$ cat config.mk
export PLATFORM = sky130hd
export DESIGN_NAME = ttsr_ctrl
export DESIGN_NICKNAME = d
export VERILOG_FILES = /design/src/hdl/ttsr_pkg.sv /design/src/hdl/ttsr_ctrl.sv
export SDC_FILE = /design/constraint.sdc
export NUM_CORES = 1
export LEC_CHECK = 0
export BUFFER_PORTS_ARGS = -buffer_cell sky130_fd_sc_hd__buf_2
export CORE_MARGIN = 5
export CORE_UTILIZATION = 35
export CTS_CLUSTER_DIAMETER = 40
export DETAILED_ROUTE_END_ITERATION = 10
export GPL_TIMING_DRIVEN = 0
export PLACE_DENSITY = 0.54
export SYNTH_ARGS = -nofsm -noshare
export SYNTH_HDL_FRONTEND = slang
export SYNTH_SLANG_ARGS = --single-unit
$ cat constraint.sdc
create_clock -name i_clk -period 4.4 [get_ports i_clk]
set_input_delay 0.22 -clock i_clk [delete_from_list [all_inputs] [get_ports i_clk]]
set_output_delay 0.22 -clock i_clk [all_outputs]
set_load 0.02 [all_outputs]
$ cat src/hdl/ttsr_pkg.sv
// ----------------------------------------------------------------------------
// ttsr_pkg
// Shared types, constants and bit helpers for the support reducer.
// ----------------------------------------------------------------------------
package ttsr_pkg;

    localparam int C_WORD_W      = 64;
    localparam int C_IDX_W       = 6;
    localparam int C_CNT_W       = 3;
    localparam int C_PAIR_W      = C_IDX_W - 1;
    localparam int MAX_VARS_DEF  = 6;

    typedef enum logic [2:0] {
        S_LOAD,
        S_SCAN,
        S_DRAIN,
        S_EMIT_RD,
        S_EMIT_LD
    } t_state;

    typedef struct packed {
        logic                 wr_en;
        logic [C_IDX_W-1:0]   wr_addr;
        logic                 clr_mask;
        logic                 pair_en;
        logic [C_IDX_W-1:0]   pair_lo;
        logic [C_IDX_W-1:0]   pair_hi;
        logic [C_CNT_W-1:0]   pair_var;
        logic                 emit_rd;
        logic [C_IDX_W-1:0]   emit_idx;
        logic                 out_load;
        logic                 out_last;
    } t_cmd;

    typedef struct packed {
        logic [C_CNT_W-1:0]   live_count;
        logic                 out_free;
    } t_stat;

    // insert a zero at bit position v of k
    function automatic logic [C_IDX_W-1:0] f_pair_lo(
        input logic [C_PAIR_W-1:0] k,
        input logic [C_CNT_W-1:0]  v
    );
        logic [C_IDX_W-1:0] kx;
        logic [C_IDX_W-1:0] lo_mask;
        kx      = {1'b0, k};
        lo_mask = C_IDX_W'((7'd1 << v) - 7'd1);
        return ((kx & ~lo_mask) << 1) | (kx & lo_mask);
    endfunction

    // parallel deposit of j into the set bits of mask
    function automatic logic [C_IDX_W-1:0] f_deposit(
        input logic [C_IDX_W-1:0] j,
        input logic [C_IDX_W-1:0] mask
    );
        logic [C_IDX_W-1:0] res;
        logic [C_CNT_W-1:0] src;
        res = '0;
        src = '0;
        for (int b = 0; b < C_IDX_W; b++) begin
            if (mask[b]) begin
                res[b] = j[src];
                src    = src + 3'd1;
            end
        end
        return res;
    endfunction

    function automatic logic [C_CNT_W-1:0] f_popcount(input logic [C_IDX_W-1:0] m);
        logic [C_CNT_W-1:0] c;
        c = '0;
        for (int b = 0; b < C_IDX_W; b++) begin
            c = c + C_CNT_W'(m[b]);
        end
        return c;
    endfunction

endpackage

$ cat src/hdl/ttsr_ctrl.sv
// ----------------------------------------------------------------------------
// ttsr_ctrl
// Sequencer: table load, pairwise variable scan and compacted readout.
// ----------------------------------------------------------------------------
module ttsr_ctrl #(
    parameter int MAX_VARS = ttsr_pkg::MAX_VARS_DEF
) (
    input  logic                        i_clk,
    input  logic                        i_rst_n,
    input  logic                        i_valid,
    input  logic                        i_cfg_we,
    input  logic [ttsr_pkg::C_CNT_W-1:0] i_cfg_data,
    input  ttsr_pkg::t_stat             i_stat,
    output ttsr_pkg::t_cmd              o_cmd,
    output logic                        o_stall
);
    import ttsr_pkg::*;

    t_state               r_state, n_state;
    logic [C_CNT_W-1:0]   r_num_vars, n_num_vars;
    logic [C_IDX_W-1:0]   r_load_cnt, n_load_cnt;
    logic [C_CNT_W-1:0]   r_var, n_var;
    logic [C_PAIR_W-1:0]  r_pair, n_pair;
    logic [C_IDX_W-1:0]   r_emit_idx, n_emit_idx;

    logic [C_IDX_W-1:0]   len_m1;
    logic [C_PAIR_W-1:0]  half_m1;
    logic [C_IDX_W-1:0]   red_m1;
    logic                 in_acc;
    logic                 load_last;
    logic                 pair_last;
    logic                 var_last;
    logic                 emit_last;

    assign len_m1    = C_IDX_W'((7'd1 << r_num_vars) - 7'd1);
    assign half_m1   = C_PAIR_W'(len_m1 >> 1);
    assign red_m1    = C_IDX_W'((7'd1 << i_stat.live_count) - 7'd1);
    assign in_acc    = i_valid && (r_state == S_LOAD);
    assign load_last = (r_load_cnt == len_m1);
    assign pair_last = (r_pair == half_m1);
    assign var_last  = (r_var == r_num_vars - 3'd1);
    assign emit_last = (r_emit_idx == red_m1);
    assign o_stall   = (r_state != S_LOAD);

    always_comb begin
        n_state = r_state;
        unique case (r_state)
            S_LOAD: begin
                if (in_acc && load_last) begin
                    n_state = (r_num_vars == '0) ? S_EMIT_RD : S_SCAN;
                end
            end
            S_SCAN: begin
                if (pair_last && var_last) begin
                    n_state = S_DRAIN;
                end
            end
            S_DRAIN:   n_state = S_EMIT_RD;
            S_EMIT_RD: begin
                if (i_stat.out_free) begin
                    n_state = S_EMIT_LD;
                end
            end
            S_EMIT_LD: n_state = emit_last ? S_LOAD : S_EMIT_RD;
            default:   n_state = S_LOAD;
        endcase
    end

    always_comb begin
        o_cmd          = '0;
        o_cmd.wr_addr  = r_load_cnt;
        o_cmd.pair_lo  = f_pair_lo(r_pair, r_var);
        o_cmd.pair_hi  = f_pair_lo(r_pair, r_var) | C_IDX_W'(7'd1 << r_var);
        o_cmd.pair_var = r_var;
        o_cmd.emit_idx = r_emit_idx;
        o_cmd.out_last = emit_last;
        unique case (r_state)
            S_LOAD: begin
                o_cmd.wr_en    = in_acc;
                o_cmd.clr_mask = in_acc && load_last;
            end
            S_SCAN:    o_cmd.pair_en  = 1'b1;
            S_DRAIN:   o_cmd.pair_en  = 1'b0;
            S_EMIT_RD: o_cmd.emit_rd  = i_stat.out_free;
            S_EMIT_LD: o_cmd.out_load = 1'b1;
            default:   o_cmd          = '0;
        endcase
    end

    always_comb begin
        n_num_vars = r_num_vars;
        n_load_cnt = r_load_cnt;
        n_var      = r_var;
        n_pair     = r_pair;
        n_emit_idx = r_emit_idx;
        if (i_cfg_we) begin
            n_num_vars = (i_cfg_data > C_CNT_W'(MAX_VARS)) ? C_CNT_W'(MAX_VARS) : i_cfg_data;
            n_load_cnt = '0;
        end else if (in_acc) begin
            n_load_cnt = load_last ? '0 : r_load_cnt + 6'd1;
            n_var      = '0;
            n_pair     = '0;
            n_emit_idx = '0;
        end
        if (r_state == S_SCAN) begin
            n_pair = pair_last ? '0 : r_pair + 5'd1;
            if (pair_last) begin
                n_var = r_var + 3'd1;
            end
        end
        if (r_state == S_EMIT_LD) begin
            n_emit_idx = r_emit_idx + 6'd1;
        end
    end

    always_ff @(posedge i_clk) begin
        if (!i_rst_n) begin
            r_state    <= S_LOAD;
            r_num_vars <= '0;
            r_load_cnt <= '0;
            r_var      <= '0;
            r_pair     <= '0;
            r_emit_idx <= '0;
        end else begin
            r_state    <= n_state;
            r_num_vars <= n_num_vars;
            r_load_cnt <= n_load_cnt;
            r_var      <= n_var;
            r_pair     <= n_pair;
            r_emit_idx <= n_emit_idx;
        end
    end

endmodule

==> results.toml <==
[logic_synthesis]
synth_top_cells_by_area = "dfxtp_1, ha_1, xnor2_1"
synthArstFlopShare_pct = 0
synth.avg_cell_area_sq_um = 7.78
yosys_warnings = 0
seq_area_frac_synth_pct = 25.7
synth_area_leader_cell = "dfxtp_1"
synth_edf_count = 0
yosys.area.top_type_share_pct = 25.7
syn_area_sq_um = 2020
syn-num-nets = 285
ys_ff_latch = 26
syn_inst = 260
synth_cell_types = 49
synth_ff_type = "dfxtp_1"

[drt]
met2_length_um = 2250
dr_total_vias = 1894
m1WireLength_um = 2430
drc = 0
wl_per_cell_um = 13.0
finalWirelength_um = 4950
dr.pass1.iters = 4
drt_iter0_drc = 82
routed.top_layer = "met4"
route.met3.wl_um = 230
antenna_left = 0
vias_per_cell = 4.98

[finish]
final_common_cell = "buf_2"
final_net_count = 334
final_cell_mix = "buf_2, nor2_1, dfxtp_1"
post-route-util_pct = 43.1
areaGrowthSynthToFinish_pct = 18.9
diodes = 0
fillCellCount = 585
drive_gt1_share_pct = 19.2

[timing]
finalCritPeriodShare_pct = 68.8
setup_viol = 0
drv_slew = 0
rsz0062_at_grt = "no"
layout_setup_ws_ns = 1.37
clock_skew_ns = 0.00642
fin_tns_setup_ns = 0
relSlewSlack_pct = 56.9
finalHoldViolations = 0
holdWs_ns = 0.198
timing.fmax_mhz = 330
worst_pin_slew_ns = 0.640
fin_crit_ns = 3.03

[power_and_ir_drop]
p_leak_nw = 1.11
combPwrFrac_pct = 26.6
power_density_nw_per_um2 = 259
total_power_mw = 0.623
vdd_drop_max_uv = 172
seqPwrFrac_pct = 40.8
clock_power_share_pct = 32.7
power_switching_mw = 0.193
p_int_mw = 0.430
swShare_pct = 31.0

[clock_tree]
cts_buffers = 3
cts_setup_buffers = 0
clk_pin_slew_ns = 0.10
clockRootBuffer = "clkbuf_8"
worst_skew_pair.late_latency_ns = 0.28
ctsHoldBuffers = 0
cts.sinks = 26
ctsResizeCount = 0
cts_max_level = 1
cts.path.max_buffers = 2
cts_tree = "done"

[setup_path]
cp-start-kind = "flip-flop"
cp_max_fo = 10
reg2reg_from = "r_num_vars[0]"
worstSetupEndpointType = "flip-flop"
cp.required_ns = 4.58
critical_path_class = "flip-flop to flip-flop"
r2r_cells = 10
regToRegEndpoint = "r_state[0]"
cp.arrival_ns = 3.21
regToRegSetupSlack_ns = 1.37

[placement]
port_buffers = 44
post-dp-hpwl_um = 3980
place.gp.congestion = 0.831
place_ws_ns = 1.36

[die]
start_util_pct = 36.3
die-area_sq_um = 7400
core-area_sq_um = 5570
num_rows = 27
dieHeight_um = 86.0
die_w_um = 86.0
io_pins = 45

[grt]
grt_max_degree = 16
grt_use_total_pct = 13.8
grt_pass1_wl_um = 8400
grt_overflow = 0
grt_pass1_vias = 1779
grt_antenna_before_repair = 0

[min_path]
hp-class = "input port to flip-flop"
hold_depth = 3
hold_start = "i_cfg_data[2]"
hold_end = "r_num_vars[2]"

[run_status]
outcome = "finished, final reports clean"

[run]
maxCapViolations = 0
worst max path at each step:
stage	startpoint	to	slack, ns	depth (start not counted)
after global routing	r_num_vars[0]	o_cmd[25]	1.14	9
after detailed placement	r_num_vars[0]	r_state[0]	1.36	10
after global placement	r_num_vars[0]	r_state[0]	1.36	10
final	r_num_vars[0]	r_state[0]	1.37	10
after floorplan	r_num_vars[0]	r_load_cnt[0]	1.72	11
after CTS	r_num_vars[0]	r_state[0]	1.34	10
cells by family (layout without fill, tap and decap cells):
kind of cell               after synthesis  count (layout)  share of synthesized area [%]
xor gates and xnor gates                27              27                           13.1
muxes                                    4               4                           2.04
adders and majority gates               14              14                           8.66
AOI/OAI and AO/OA                       51              51                           16.6
DFF                                     26              26                           25.7
buffers and inverters                   26              74                           5.20
and+or+nand+nor                        112             112                           28.7
routing by layer:
layer,track usage [%],vias up
met4,2.16,0
met3,2.79,4
li1,-,987
met1,19.2,869
met2,22.5,34
met5,0,-
state kept, by name, indices dropped and copies added, names as in the netlist:
signal      cells
r_state         3
r_pair          5
r_emit_idx      6
r_load_cnt      6
r_var           3
r_num_vars      3
area by class of cell:
type	count	area [sq um]	share of cell area, %
Tap cell	72	90.1	3.75
Clock buffer	3	41.3	1.72
Timing Repair Buffer	44	220	9.16
Clock inverter	1	30.0	1.25
Multi-Input combinational cell	208	1400	58.1
Inverter	15	56.3	2.34
Sequential cell	26	520	21.7
Buffer	11	48.8	2.03
cells in the mapped netlist, types with 8 or more instances:
cell type,number
dfxtp_1,26
inv_1,14
o21ai_0,10
xnor2_1,17
nand2_1,19
xor2_1,8
nand3_1,17
ha_1,14
nor2_1,30
a21oi_1,17
and2_1,14
through the flow:
stage          instances  cell area, sq um
5_1_grt              380              2400
2_1_floorplan        260              2020
6_report             380              2400
3_3_place_gp         376              2330
3_5_place_dp         376              2330
4_1_cts              380              2400
power by group through the flow:
stage | clock network, mW | logic (mW) | registers [mW]
2_1_floorplan | 0 | 0.126 | 0.256
3_3_place_gp | 0 | 0.166 | 0.260
3_5_place_dp | 0 | 0.166 | 0.260
4_1_cts | 0.208 | 0.167 | 0.254
5_1_grt | 0.221 | 0.184 | 0.256
6_report | 0.204 | 0.166 | 0.254
critical path, cell delays in order (launching register included):
cell and delay [ns]:
dfxtp_1 0.36, inv_1 0.12, ha_1 0.28, or2b_1 0.31
ha_1 0.27, xor2_1 0.16, a21oi_1 0.30, xnor2_1 0.15
nor4_4 0.57, a31oi_1 0.17, o21ba_2 0.23
Note: power is estimated with default switching activity, not from simulation.
